## src/rtl/rect_circle_fill_scanner_core_assert.svh

```systemverilog
// Assertion macros for the fill scanner RTL.
`ifndef RECT_CIRCLE_FILL_SCANNER_CORE_ASSERT_SVH
`define RECT_CIRCLE_FILL_SCANNER_CORE_ASSERT_SVH

// Same-cycle implication, sampled on i_clk and quiet during reset.
`define RCFS_ASSERT_IMP(lbl, ante, cons, msg) \
    lbl: assert property (@(posedge i_clk) disable iff (!i_rst_n) (ante) |-> (cons)) \
        else $error(msg);

// Next-cycle implication, sampled on i_clk and quiet during reset.
`define RCFS_ASSERT_NEXT(lbl, ante, cons, msg) \
    lbl: assert property (@(posedge i_clk) disable iff (!i_rst_n) (ante) |=> (cons)) \
        else $error(msg);

`endif

```

## src/rtl/rcfs_pkg.sv

```systemverilog
// Shared types and constants of the rectangle and circle fill scanner.
package rcfs_pkg;

    localparam int COORD_BITS_DEF = 12;
    localparam int ADDR_BITS      = 32;
    localparam int COLOR_BITS     = 32;
    localparam int OFFSET_BITS    = 12;
    localparam int BPP_BITS       = 6;
    localparam int STRIDE_BITS    = 16;
    localparam int PADDR_BITS     = 5;
    localparam int PDATA_BITS     = 32;
    localparam int BYTE_SHIFT     = 3;

    localparam logic [BPP_BITS-1:0] BPP_RESET = 6'd32;

    typedef enum logic [1:0] {
        ACT_RECT   = 2'd0,
        ACT_CIRCLE = 2'd1,
        ACT_STEP   = 2'd2
    } t_action;

    typedef enum logic [2:0] {
        REG_FRAME_BASE  = 3'd0,
        REG_X_OFFSET    = 3'd1,
        REG_Y_OFFSET    = 3'd2,
        REG_BPP         = 3'd3,
        REG_LINE_STRIDE = 3'd4
    } t_reg_idx;

    typedef struct packed {
        logic [ADDR_BITS-1:0]   frame_base;
        logic [OFFSET_BITS-1:0] x_offset;
        logic [OFFSET_BITS-1:0] y_offset;
        logic [BPP_BITS-1:0]    pix_depth;
        logic [STRIDE_BITS-1:0] line_stride;
    } t_cfg;

    typedef struct packed {
        logic circle;
        logic last;
    } t_pos_ctl;

    typedef struct packed {
        logic busy;
        logic at_last;
    } t_scan_status;

endpackage

```

## src/rtl/rcfs_scan.sv

```systemverilog
// Shape state, scan walker: one item per cycle unless stalled; emits scan positions.
module rcfs_scan #(
    parameter int COORD_BITS = rcfs_pkg::COORD_BITS_DEF
) (
    input  logic                            i_clk,
    input  logic                            i_rst_n,
    input  logic                            i_in_valid,
    output logic                            o_in_ready,
    input  logic [1:0]                      i_action,
    input  logic signed [COORD_BITS-1:0]    i_pos_x,
    input  logic signed [COORD_BITS-1:0]    i_pos_y,
    input  logic [COORD_BITS-1:0]           i_rect_width,
    input  logic [COORD_BITS-1:0]           i_rect_height,
    input  logic [COORD_BITS-2:0]           i_circle_radius,
    input  logic [rcfs_pkg::COLOR_BITS-1:0] i_fill_color,
    output logic                            o_pos_valid,
    input  logic                            i_pos_ready,
    output logic signed [COORD_BITS+1:0]    o_pos_x,
    output logic signed [COORD_BITS+1:0]    o_pos_y,
    output logic signed [COORD_BITS+1:0]    o_dx,
    output logic signed [COORD_BITS+1:0]    o_dy,
    output logic [COORD_BITS-2:0]           o_radius,
    output logic [rcfs_pkg::COLOR_BITS-1:0] o_color,
    output rcfs_pkg::t_pos_ctl              o_ctl,
    output rcfs_pkg::t_scan_status          o_status
);

    localparam int SB = COORD_BITS + 2;
    localparam logic signed [SB-1:0] ONE_SB = {{(SB-1){1'b0}}, 1'b1};

    // Shape state.
    logic                            r_busy, n_busy;
    logic                            r_circle, n_circle;
    logic signed [SB-1:0]            r_scan_x, n_scan_x;
    logic signed [SB-1:0]            r_scan_y, n_scan_y;
    logic signed [SB-1:0]            r_row_x, n_row_x;
    logic signed [SB-1:0]            r_last_x, n_last_x;
    logic signed [SB-1:0]            r_last_y, n_last_y;
    logic signed [COORD_BITS-1:0]    r_cx, n_cx;
    logic signed [COORD_BITS-1:0]    r_cy, n_cy;
    logic [COORD_BITS-2:0]           r_radius, n_radius;
    logic [rcfs_pkg::COLOR_BITS-1:0] r_color, n_color;

    // Outgoing scan position register.
    logic                            r_pv, n_pv;
    logic signed [SB-1:0]            r_px, n_px;
    logic signed [SB-1:0]            r_py, n_py;
    logic signed [SB-1:0]            r_dx, n_dx;
    logic signed [SB-1:0]            r_dy, n_dy;
    logic [COORD_BITS-2:0]           r_rad, n_rad;
    logic [rcfs_pkg::COLOR_BITS-1:0] r_col, n_col;
    rcfs_pkg::t_pos_ctl              r_ctl, n_ctl;

    logic                 take;
    logic signed [SB-1:0] px_e, py_e, w_e, h_e, r_e, cx_e, cy_e;
    logic                 at_end_x, at_last;

    assign o_in_ready = !r_pv || i_pos_ready;
    assign take       = i_in_valid && o_in_ready;

    assign px_e = {{2{i_pos_x[COORD_BITS-1]}}, i_pos_x};
    assign py_e = {{2{i_pos_y[COORD_BITS-1]}}, i_pos_y};
    assign w_e  = {2'b00, i_rect_width};
    assign h_e  = {2'b00, i_rect_height};
    assign r_e  = {3'b000, i_circle_radius};
    assign cx_e = {{2{r_cx[COORD_BITS-1]}}, r_cx};
    assign cy_e = {{2{r_cy[COORD_BITS-1]}}, r_cy};

    assign at_end_x = (r_scan_x == r_last_x);
    assign at_last  = at_end_x && (r_scan_y == r_last_y);

    always_comb begin
        n_busy   = r_busy;
        n_circle = r_circle;
        n_scan_x = r_scan_x;
        n_scan_y = r_scan_y;
        n_row_x  = r_row_x;
        n_last_x = r_last_x;
        n_last_y = r_last_y;
        n_cx     = r_cx;
        n_cy     = r_cy;
        n_radius = r_radius;
        n_color  = r_color;
        n_pv     = r_pv && !i_pos_ready;
        n_px     = r_px;
        n_py     = r_py;
        n_dx     = r_dx;
        n_dy     = r_dy;
        n_rad    = r_rad;
        n_col    = r_col;
        n_ctl    = r_ctl;
        if (take) begin
            case (rcfs_pkg::t_action'(i_action))
                rcfs_pkg::ACT_RECT: begin
                    n_circle = 1'b0;
                    n_color  = i_fill_color;
                    if (i_rect_width == '0 || i_rect_height == '0) begin
                        n_busy = 1'b0;
                    end else begin
                        n_busy   = 1'b1;
                        n_row_x  = px_e;
                        n_scan_x = px_e;
                        n_scan_y = py_e;
                        n_last_x = px_e + w_e - ONE_SB;
                        n_last_y = py_e + h_e - ONE_SB;
                    end
                end
                rcfs_pkg::ACT_CIRCLE: begin
                    n_circle = 1'b1;
                    n_color  = i_fill_color;
                    n_busy   = 1'b1;
                    n_cx     = i_pos_x;
                    n_cy     = i_pos_y;
                    n_radius = i_circle_radius;
                    n_row_x  = px_e - r_e;
                    n_scan_x = px_e - r_e;
                    n_scan_y = py_e - r_e;
                    n_last_x = px_e + r_e;
                    n_last_y = py_e + r_e;
                end
                rcfs_pkg::ACT_STEP: begin
                    if (r_busy) begin
                        n_pv         = 1'b1;
                        n_px         = r_scan_x;
                        n_py         = r_scan_y;
                        n_dx         = r_scan_x - cx_e;
                        n_dy         = r_scan_y - cy_e;
                        n_rad        = r_radius;
                        n_col        = r_color;
                        n_ctl.circle = r_circle;
                        n_ctl.last   = at_last;
                        if (at_last) begin
                            n_busy = 1'b0;
                        end else if (at_end_x) begin
                            n_scan_x = r_row_x;
                            n_scan_y = r_scan_y + ONE_SB;
                        end else begin
                            n_scan_x = r_scan_x + ONE_SB;
                        end
                    end
                end
                default: begin
                end
            endcase
        end
    end

    always_ff @(posedge i_clk) begin
        if (!i_rst_n) begin
            r_busy   <= 1'b0;
            r_circle <= 1'b0;
            r_pv     <= 1'b0;
        end else begin
            r_busy   <= n_busy;
            r_circle <= n_circle;
            r_pv     <= n_pv;
        end
    end

    always_ff @(posedge i_clk) begin
        r_scan_x <= n_scan_x;
        r_scan_y <= n_scan_y;
        r_row_x  <= n_row_x;
        r_last_x <= n_last_x;
        r_last_y <= n_last_y;
        r_cx     <= n_cx;
        r_cy     <= n_cy;
        r_radius <= n_radius;
        r_color  <= n_color;
        r_px     <= n_px;
        r_py     <= n_py;
        r_dx     <= n_dx;
        r_dy     <= n_dy;
        r_rad    <= n_rad;
        r_col    <= n_col;
        r_ctl    <= n_ctl;
    end

    assign o_pos_valid      = r_pv;
    assign o_pos_x          = r_px;
    assign o_pos_y          = r_py;
    assign o_dx             = r_dx;
    assign o_dy             = r_dy;
    assign o_radius         = r_rad;
    assign o_color          = r_col;
    assign o_ctl            = r_ctl;
    assign o_status.busy    = r_busy;
    assign o_status.at_last = at_last;

endmodule

```

## src/rtl/rcfs_pix.sv

```systemverilog
// Pixel stage: address products and circle test, then the result register.
module rcfs_pix #(
    parameter int COORD_BITS = rcfs_pkg::COORD_BITS_DEF
) (
    input  logic                            i_clk,
    input  logic                            i_rst_n,
    input  rcfs_pkg::t_cfg                  i_cfg,
    input  logic                            i_pos_valid,
    output logic                            o_pos_ready,
    input  logic signed [COORD_BITS+1:0]    i_pos_x,
    input  logic signed [COORD_BITS+1:0]    i_pos_y,
    input  logic signed [COORD_BITS+1:0]    i_dx,
    input  logic signed [COORD_BITS+1:0]    i_dy,
    input  logic [COORD_BITS-2:0]           i_radius,
    input  logic [rcfs_pkg::COLOR_BITS-1:0] i_color,
    input  rcfs_pkg::t_pos_ctl              i_ctl,
    output logic                            o_out_valid,
    input  logic                            i_out_ready,
    output logic                            o_write_enable,
    output logic [rcfs_pkg::ADDR_BITS-1:0]  o_pixel_address,
    output logic [rcfs_pkg::COLOR_BITS-1:0] o_pixel_value,
    output logic                            o_last_position
);

    localparam int SB = COORD_BITS + 2;
    localparam int SQ = 2 * SB;
    localparam int RQ = 2 * (COORD_BITS - 1);
    localparam int AB = rcfs_pkg::ADDR_BITS;

    // Product stage.
    logic                            r_s2_vld;
    logic [AB-1:0]                   r_prod_x, r_prod_y;
    logic [SQ-1:0]                   r_dx2, r_dy2;
    logic [RQ-1:0]                   r_rr;
    logic [rcfs_pkg::COLOR_BITS-1:0] r_s2_col;
    rcfs_pkg::t_pos_ctl              r_s2_ctl;

    // Result register.
    logic                            r_out_vld;
    logic                            r_we;
    logic [AB-1:0]                   r_addr;
    logic [rcfs_pkg::COLOR_BITS-1:0] r_val;
    logic                            r_last;

    logic                 out_free, s2_free, s2_load, out_load;
    logic signed [AB-1:0] ax, ay;
    logic [2:0]           bytes_per_px;
    logic signed [SQ-1:0] dx_w, dy_w;
    logic [SQ:0]          dist2;
    logic                 in_circle;

    assign out_free    = !r_out_vld || i_out_ready;
    assign s2_free     = !r_s2_vld || out_free;
    assign o_pos_ready = s2_free;
    assign s2_load     = i_pos_valid && s2_free;
    assign out_load    = r_s2_vld && out_free;

    // Coordinates wrap at the address width, as the address itself does.
    assign ax = {{(AB-SB){i_pos_x[SB-1]}}, i_pos_x}
              + {{(AB-rcfs_pkg::OFFSET_BITS){1'b0}}, i_cfg.x_offset};
    assign ay = {{(AB-SB){i_pos_y[SB-1]}}, i_pos_y}
              + {{(AB-rcfs_pkg::OFFSET_BITS){1'b0}}, i_cfg.y_offset};
    assign bytes_per_px = i_cfg.pix_depth[rcfs_pkg::BPP_BITS-1:rcfs_pkg::BYTE_SHIFT];

    assign dx_w = {{SB{i_dx[SB-1]}}, i_dx};
    assign dy_w = {{SB{i_dy[SB-1]}}, i_dy};

    assign dist2     = {1'b0, r_dx2} + {1'b0, r_dy2};
    assign in_circle = (dist2 <= {{(SQ+1-RQ){1'b0}}, r_rr});

    always_ff @(posedge i_clk) begin
        if (!i_rst_n) begin
            r_s2_vld  <= 1'b0;
            r_out_vld <= 1'b0;
        end else begin
            if (s2_free) begin
                r_s2_vld <= i_pos_valid;
            end
            if (out_free) begin
                r_out_vld <= r_s2_vld;
            end
        end
    end

    always_ff @(posedge i_clk) begin
        if (s2_load) begin
            r_prod_x <= AB'($unsigned(ax) * {{(AB-3){1'b0}}, bytes_per_px});
            r_prod_y <= AB'($unsigned(ay)
                        * {{(AB-rcfs_pkg::STRIDE_BITS){1'b0}}, i_cfg.line_stride});
            r_dx2    <= SQ'($unsigned(dx_w * dx_w));
            r_dy2    <= SQ'($unsigned(dy_w * dy_w));
            r_rr     <= RQ'({{(COORD_BITS-1){1'b0}}, i_radius}
                        * {{(COORD_BITS-1){1'b0}}, i_radius});
            r_s2_col <= i_color;
            r_s2_ctl <= i_ctl;
        end
        if (out_load) begin
            r_we   <= !r_s2_ctl.circle || in_circle;
            r_addr <= i_cfg.frame_base + r_prod_x + r_prod_y;
            r_val  <= r_s2_col;
            r_last <= r_s2_ctl.last;
        end
    end

    assign o_out_valid     = r_out_vld;
    assign o_write_enable  = r_we;
    assign o_pixel_address = r_addr;
    assign o_pixel_value   = r_val;
    assign o_last_position = r_last;

endmodule

```

## src/rtl/rect_circle_fill_scanner_core.sv

```systemverilog
// Top level of the rectangle and circle fill scanner: registers, input stage and datapath.
// A start item loads a rectangle or a circle and its color and gives no result; each
// step item while a shape is active gives one scan position in row-major order with
// its byte address, color, write enable (circles: inside the radius only) and a last
// mark. Steps while idle, and action code 3, give nothing. The block accepts one item
// every clock while the output is not stalled; a step's result passes through the input
// register, the scan position register, the product register and the result register.
// Configuration sits behind an APB port at byte addresses 0, 4, 8, 12 and 16 and must
// only be written while no item is in flight.
`include "rect_circle_fill_scanner_core_assert.svh"

module rect_circle_fill_scanner_core #(
    parameter int COORD_BITS = rcfs_pkg::COORD_BITS_DEF
) (
    input  logic                             i_clk,
    input  logic                             i_rst_n,
    input  logic                             psel,
    input  logic                             penable,
    input  logic                             pwrite,
    input  logic [rcfs_pkg::PADDR_BITS-1:0]  paddr,
    input  logic [rcfs_pkg::PDATA_BITS-1:0]  pwdata,
    output logic [rcfs_pkg::PDATA_BITS-1:0]  prdata,
    output logic                             pready,
    input  logic                             i_in_valid,
    output logic                             o_in_ready,
    input  logic [1:0]                       i_action,
    input  logic signed [COORD_BITS-1:0]     i_pos_x,
    input  logic signed [COORD_BITS-1:0]     i_pos_y,
    input  logic [COORD_BITS-1:0]            i_rect_width,
    input  logic [COORD_BITS-1:0]            i_rect_height,
    input  logic [COORD_BITS-2:0]            i_circle_radius,
    input  logic [rcfs_pkg::COLOR_BITS-1:0]  i_fill_color,
    output logic                             o_out_valid,
    input  logic                             i_out_ready,
    output logic                             o_write_enable,
    output logic [rcfs_pkg::ADDR_BITS-1:0]   o_pixel_address,
    output logic [rcfs_pkg::COLOR_BITS-1:0]  o_pixel_value,
    output logic                             o_last_position
);

    localparam int SB = COORD_BITS + 2;
    localparam int PB = rcfs_pkg::PDATA_BITS;

    rcfs_pkg::t_cfg r_cfg;
    logic           cfg_wr;
    rcfs_pkg::t_reg_idx reg_idx;

    // Input register.
    logic                            r_in_vld;
    logic [1:0]                      r_in_action;
    logic signed [COORD_BITS-1:0]    r_in_pos_x, r_in_pos_y;
    logic [COORD_BITS-1:0]           r_in_width, r_in_height;
    logic [COORD_BITS-2:0]           r_in_radius;
    logic [rcfs_pkg::COLOR_BITS-1:0] r_in_color;

    logic                            scan_ready, scan_take;
    logic                            pos_valid, pos_ready;
    logic signed [SB-1:0]            pos_x, pos_y, pos_dx, pos_dy;
    logic [COORD_BITS-2:0]           pos_radius;
    logic [rcfs_pkg::COLOR_BITS-1:0] pos_color;
    rcfs_pkg::t_pos_ctl              pos_ctl;
    rcfs_pkg::t_scan_status          scan_status;

    // Configuration port.
    assign pready  = 1'b1;
    assign reg_idx = rcfs_pkg::t_reg_idx'(paddr[rcfs_pkg::PADDR_BITS-1:2]);
    assign cfg_wr  = psel && penable && pwrite && pready;

    always_ff @(posedge i_clk) begin
        if (!i_rst_n) begin
            r_cfg.frame_base  <= '0;
            r_cfg.x_offset    <= '0;
            r_cfg.y_offset    <= '0;
            r_cfg.pix_depth   <= rcfs_pkg::BPP_RESET;
            r_cfg.line_stride <= '0;
        end else if (cfg_wr) begin
            case (reg_idx)
                rcfs_pkg::REG_FRAME_BASE: begin
                    r_cfg.frame_base <= pwdata;
                end
                rcfs_pkg::REG_X_OFFSET: begin
                    r_cfg.x_offset <= pwdata[rcfs_pkg::OFFSET_BITS-1:0];
                end
                rcfs_pkg::REG_Y_OFFSET: begin
                    r_cfg.y_offset <= pwdata[rcfs_pkg::OFFSET_BITS-1:0];
                end
                rcfs_pkg::REG_BPP: begin
                    r_cfg.pix_depth <= pwdata[rcfs_pkg::BPP_BITS-1:0];
                end
                rcfs_pkg::REG_LINE_STRIDE: begin
                    r_cfg.line_stride <= pwdata[rcfs_pkg::STRIDE_BITS-1:0];
                end
                default: begin
                end
            endcase
        end
    end

    always_comb begin
        case (reg_idx)
            rcfs_pkg::REG_FRAME_BASE:  prdata = r_cfg.frame_base;
            rcfs_pkg::REG_X_OFFSET:    prdata = {{(PB-rcfs_pkg::OFFSET_BITS){1'b0}},
                                                 r_cfg.x_offset};
            rcfs_pkg::REG_Y_OFFSET:    prdata = {{(PB-rcfs_pkg::OFFSET_BITS){1'b0}},
                                                 r_cfg.y_offset};
            rcfs_pkg::REG_BPP:         prdata = {{(PB-rcfs_pkg::BPP_BITS){1'b0}},
                                                 r_cfg.pix_depth};
            rcfs_pkg::REG_LINE_STRIDE: prdata = {{(PB-rcfs_pkg::STRIDE_BITS){1'b0}},
                                                 r_cfg.line_stride};
            default:                   prdata = '0;
        endcase
    end

    // Input register: refills in the same cycle that the scanner takes its item.
    assign o_in_ready = !r_in_vld || scan_ready;
    assign scan_take  = r_in_vld && scan_ready;

    always_ff @(posedge i_clk) begin
        if (!i_rst_n) begin
            r_in_vld <= 1'b0;
        end else if (o_in_ready) begin
            r_in_vld <= i_in_valid;
        end
    end

    always_ff @(posedge i_clk) begin
        if (i_in_valid && o_in_ready) begin
            r_in_action <= i_action;
            r_in_pos_x  <= i_pos_x;
            r_in_pos_y  <= i_pos_y;
            r_in_width  <= i_rect_width;
            r_in_height <= i_rect_height;
            r_in_radius <= i_circle_radius;
            r_in_color  <= i_fill_color;
        end
    end

    rcfs_scan #(
        .COORD_BITS (COORD_BITS)
    ) u_scan (
        .i_clk           (i_clk),
        .i_rst_n         (i_rst_n),
        .i_in_valid      (r_in_vld),
        .o_in_ready      (scan_ready),
        .i_action        (r_in_action),
        .i_pos_x         (r_in_pos_x),
        .i_pos_y         (r_in_pos_y),
        .i_rect_width    (r_in_width),
        .i_rect_height   (r_in_height),
        .i_circle_radius (r_in_radius),
        .i_fill_color    (r_in_color),
        .o_pos_valid     (pos_valid),
        .i_pos_ready     (pos_ready),
        .o_pos_x         (pos_x),
        .o_pos_y         (pos_y),
        .o_dx            (pos_dx),
        .o_dy            (pos_dy),
        .o_radius        (pos_radius),
        .o_color         (pos_color),
        .o_ctl           (pos_ctl),
        .o_status        (scan_status)
    );

    rcfs_pix #(
        .COORD_BITS (COORD_BITS)
    ) u_pix (
        .i_clk           (i_clk),
        .i_rst_n         (i_rst_n),
        .i_cfg           (r_cfg),
        .i_pos_valid     (pos_valid),
        .o_pos_ready     (pos_ready),
        .i_pos_x         (pos_x),
        .i_pos_y         (pos_y),
        .i_dx            (pos_dx),
        .i_dy            (pos_dy),
        .i_radius        (pos_radius),
        .i_color         (pos_color),
        .i_ctl           (pos_ctl),
        .o_out_valid     (o_out_valid),
        .i_out_ready     (i_out_ready),
        .o_write_enable  (o_write_enable),
        .o_pixel_address (o_pixel_address),
        .o_pixel_value   (o_pixel_value),
        .o_last_position (o_last_position)
    );

    // An item that is not a step on an active shape must not produce a scan position.
    `RCFS_ASSERT_NEXT(a_no_pos_without_step,
        scan_take && !(r_in_action == rcfs_pkg::ACT_STEP && scan_status.busy),
        !pos_valid, "scan position produced by an item that is not an active step")

    // A rectangle with no area leaves the scanner idle.
    `RCFS_ASSERT_NEXT(a_empty_rect_idle,
        scan_take && r_in_action == rcfs_pkg::ACT_RECT
            && (r_in_width == '0 || r_in_height == '0),
        !scan_status.busy, "empty rectangle left the scanner busy")

    // The final scan position ends the shape and is marked as last.
    `RCFS_ASSERT_NEXT(a_last_ends_shape,
        scan_take && r_in_action == rcfs_pkg::ACT_STEP && scan_status.busy
            && scan_status.at_last,
        !scan_status.busy && pos_valid && pos_ctl.last,
        "final scan position did not end the shape")

endmodule

```

## config.mk

```make
export PLATFORM = sky130hd
export DESIGN_NAME = rect_circle_fill_scanner_core
export DESIGN_NICKNAME = d
export VERILOG_FILES = /design/src/rtl/rcfs_pkg.sv /design/src/rtl/rcfs_scan.sv /design/src/rtl/rcfs_pix.sv /design/src/rtl/rect_circle_fill_scanner_core.sv
export VERILOG_INCLUDE_DIRS = /design/src /design/src/rtl
export SDC_FILE = /design/constraint.sdc
export NUM_CORES = 2
export LEC_CHECK = 0
export BUFFER_PORTS_ARGS = -buffer_cell sky130_fd_sc_hd__buf_2
export CORE_UTILIZATION = 50
export CTS_CLUSTER_SIZE = 10
export DETAILED_ROUTE_END_ITERATION = 16
export GPL_TIMING_DRIVEN = 0
export PLACE_DENSITY = 0.68
export SLEW_MARGIN = 30
export SYNTH_ARGS = -nofsm -noshare
export SYNTH_HDL_FRONTEND = slang
export SYNTH_SLANG_ARGS = --single-unit
```

## constraint.sdc

```tcl
create_clock -name i_clk -period 17.2 [get_ports i_clk]
set_input_delay 2.58 -clock i_clk [delete_from_list [all_inputs] [get_ports i_clk]]
set_output_delay 2.58 -clock i_clk [all_outputs]
set_load 0.05 [all_outputs]
```

==> results.json <==
{
  "slowest_delay_ns": 0.74,
  "rsz0062_at_grt": "false",
  "clkTransAtPathRegs_ns": 0.06,
  "p_sw_share_pct": 27.4,
  "nets": 7206,
  "syn_inst": 5511,
  "cp_top_family": "compound AO/OA/AOI/OAI gates",
  "crit_top_cell": "fa_1",
  "clk_latency_ns": 0.67,
  "place_congestion": 0.950,
  "yosys_register_bits": 653,
  "path_max_fanout": 10,
  "cp-start-kind": "flop",
  "clk_path_buf_depth": 3,
  "comb_power_share_pct": 17.8,
  "min_path_type": "flop to flop",
  "synth_area_per_cell_sq_um": 10.6,
  "dp_hpwl_um": 116000,
  "numCtsBuffers": 80,
  "post-synth-top-count-cell": "inv_1",
  "synth.largest_area_cell": "edfxtp_1",
  "dieWidth_um": 344,
  "worst_ep_required_time_ns": 17.61,
  "die_area_sq_mm": 0.118,
  "synthTopCellsByCount": "inv_1, fa_1, edfxtp_1",
  "holdPathStages": 0,
  "synth_area_leaders": "edfxtp_1, fa_1, ha_1, inv_1, xnor2_1",
  "synth-edff-count": 569,
  "area_delta_synth_final_pct": 10.2,
  "drc_errors": 0,
  "p_int_mw": 3.00,
  "vias": 39500,
  "setup_violations": 0,
  "vdd_drop_max_mv": 0.0981,
  "h-tree-depth": 3,
  "grt-ovfl-total": 0,
  "slowest_stage": "a21boi_0",
  "clock_skew_ns": 0.0330,
  "rows": 125,
  "clock_sinks": 653,
  "io_buffer_count": 232,
  "status": "finished clean",
  "dp_cells": 7293,
  "synth_top_cell_area_share_pct": 29.2,
  "finish.utilization_pct": 55.6,
  "reg2reg_slack_ns": 6.63,
  "cts_setup_buffers": 0,
  "tritoncts": "done",
  "vias_per_cell": 5.33,
  "grt_pass1_wl_um": 223000,
  "power_density_mw_per_mm2": 64.0,
  "synth_area_sq_mm": 0.0585,
  "period_share_pct": 61.4,
  "r2r_cells": 35,
  "finalHoldViolCount": 0,
  "endpoint_kind": "flop",
  "async_flop_share_pct": 0,
  "crit_type": "flop to flop",
  "min_period_ns": 10.57,
  "wl_per_cell_um": 19.1,
  "r2r_end": "u_pix.r_prod_y[30]",
  "p_leak_nw": 29.2,
  "maxSlewHeadroom_pct": 32.0,
  "clkPwrFrac_pct": 37.9,
  "wl_um": 141000,
  "grt_pass1_vias": 40500,
  "syn_nets": 6866,
  "cts_hold_buf": 0,
  "ys_warn_count": 0,
  "grt_max_degree": 72,
  "drive_gt1_share_pct": 7.13,
  "drtAntennaViolNets": 0,
  "core_sq_mm": 0.116,
  "critPathBufInv": 5,
  "drv_cap": 0,
  "fmax_mhz": 94.6,
  "fin_hold_ws_ns": 0.409,
  "cts_root_buf": "clkbuf_16",
  "start_util_pct": 50.4,
  "dominantRegCellSynth": "edfxtp_1",
  "ys_seq_area_share_pct": 32.1,
  "track_usage_pct": 24.4,
  "io_pins": 238,
  "tightestPinTransition_ns": 1.02,
  "slew_violations": 0,
  "min_from": "u_scan.r_color[3]",
  "p_sw_mw": 1.13,
  "power_frac_seq_pct": 44.3,
  "die_h_um": 344,
  "drt-initial-drc-count": 2533,
  "cp.arrival_ns": 10.98,
  "stdcell_count": 7420,
  "min_to": "u_scan.o_color[3]",
  "drt_pre_antenna_iters": 6,
  "r2r_start": "r_cfg[22]",
  "antenna_found_initial": 5,
  "cts_resized": 0,
  "yosys.cell_types.count": 79
}
==> cell usage in the layout, fill, tap and decap left out, types with 33 or more instances in the layout <==
cell type / count
o21bai_1: 35
a21o_1: 70
nand2_1: 504
a21boi_0: 97
ha_1: 487
nor2b_1: 63
fa_1: 731
xor2_1: 89
nor2_1: 219
and3_1: 33
o21ai_0: 135
nand3_1: 52
edfxtp_1: 569
dfxtp_1: 84
xnor2_1: 224
buf_2: 236
clkbuf_16: 82
a21oi_1: 225
inv_1: 1021
and2_1: 272
nand2b_1: 55
nor3_1: 49
clkbuf_1: 153
==> layout make-up <==
class / count / area (sq um)
antenna: 2 / 5.00
buffer: 144 / 547
clock buffer: 105 / 2150
clock inverter: 20 / 251
fill: 10000 / 51500
inverter: 1025 / 3850
multi-input combinational: 3689 / 35400
sequential: 653 / 18800
tap: 1524 / 1910
timing repair buffer: 258 / 1600
==> worst reg2reg max path: cells and delay by family (launching register included) <==
kind                       cells  cell delay, ns
xor gates and xnor gates       1            0.08
adders and majority gates      9            4.07
buffers and inverters          5            0.85
AOI/OAI and AO/OA             16            4.26
DFF                            1            0.53
and+or+nand+nor                4            0.55
==> registers in the layout, summed over array words and instances (netlist names), 21 cells and up <==
| name | flops |
|---|---|
| u_pix.r_prod_y | 32 |
| u_pix.r_prod_x | 32 |
| u_pix.o_pixel_value | 32 |
| r_cfg | 78 |
| u_pix.r_dx2 | 27 |
| u_scan.o_color | 32 |
| u_pix.o_pixel_address | 32 |
| u_scan.r_color | 32 |
| u_pix.r_s2_col | 32 |
| u_pix.r_dy2 | 27 |
| u_pix.r_rr | 21 |
| r_in_color | 32 |
==> worst max path at each step <==
stage | from | slack [ns] | cells past startpoint | to
CTS | r_cfg[22] | 6.81 | 35 | u_pix.r_prod_y[30]
detailed placement | r_cfg[22] | 6.85 | 35 | u_pix.r_prod_y[30]
floorplan | i_out_ready | 1.08 | 2 | u_pix.r_dx2[0]
global placement | i_out_ready | -5.75 | 3 | u_pix.r_prod_y[25]
finish | r_cfg[22] | 6.63 | 35 | u_pix.r_prod_y[30]
global route | r_cfg[22] | 6.02 | 35 | u_pix.r_prod_y[30]
==> power groups by stage <==
stage	logic (mW)	registers [mW]	clock network (mW)
floorplan	0.555	1.84	0
global placement	0.712	1.86	0
detailed placement	0.731	1.86	0
CTS	0.738	1.83	1.60
global route	0.833	1.83	1.66
finish	0.734	1.83	1.57
==> routing by layer <==
metal	track usage, %	vias up	part of all wire (%)
li1	-	18500	-
met1	33.4	19500	44
met2	39.0	1238	46
met3	4.17	285	6.7
met4	8.92	6	3.7
met5	0	-	0.026
==> metrics by stage <==
step	setup slack (ns)	total power [mW]	TNS, ns	area (sq um)
after global routing	6.02	4.32	0	64500
after global placement	-5.75	2.58	-989.69	61600
final	6.63	4.13	0	64500
after floorplan	1.08	2.39	0	58500
after detailed placement	6.85	2.59	0	62100
after CTS	6.81	4.17	0	64500
==> kinds of logic after synthesis <==
group	Yosys count	share of synthesized area, %
muxes	33	0.588
and+or+nand+nor	1360	11.3
buffers and inverters	1169	7.51
xor gates and xnor gates	313	4.68
other	1	0.00641
AOI/OAI and AO/OA	764	8.46
adders and majority gates	1218	35.4
DFF	653	32.1
Power figures use the tool's default switching activity.
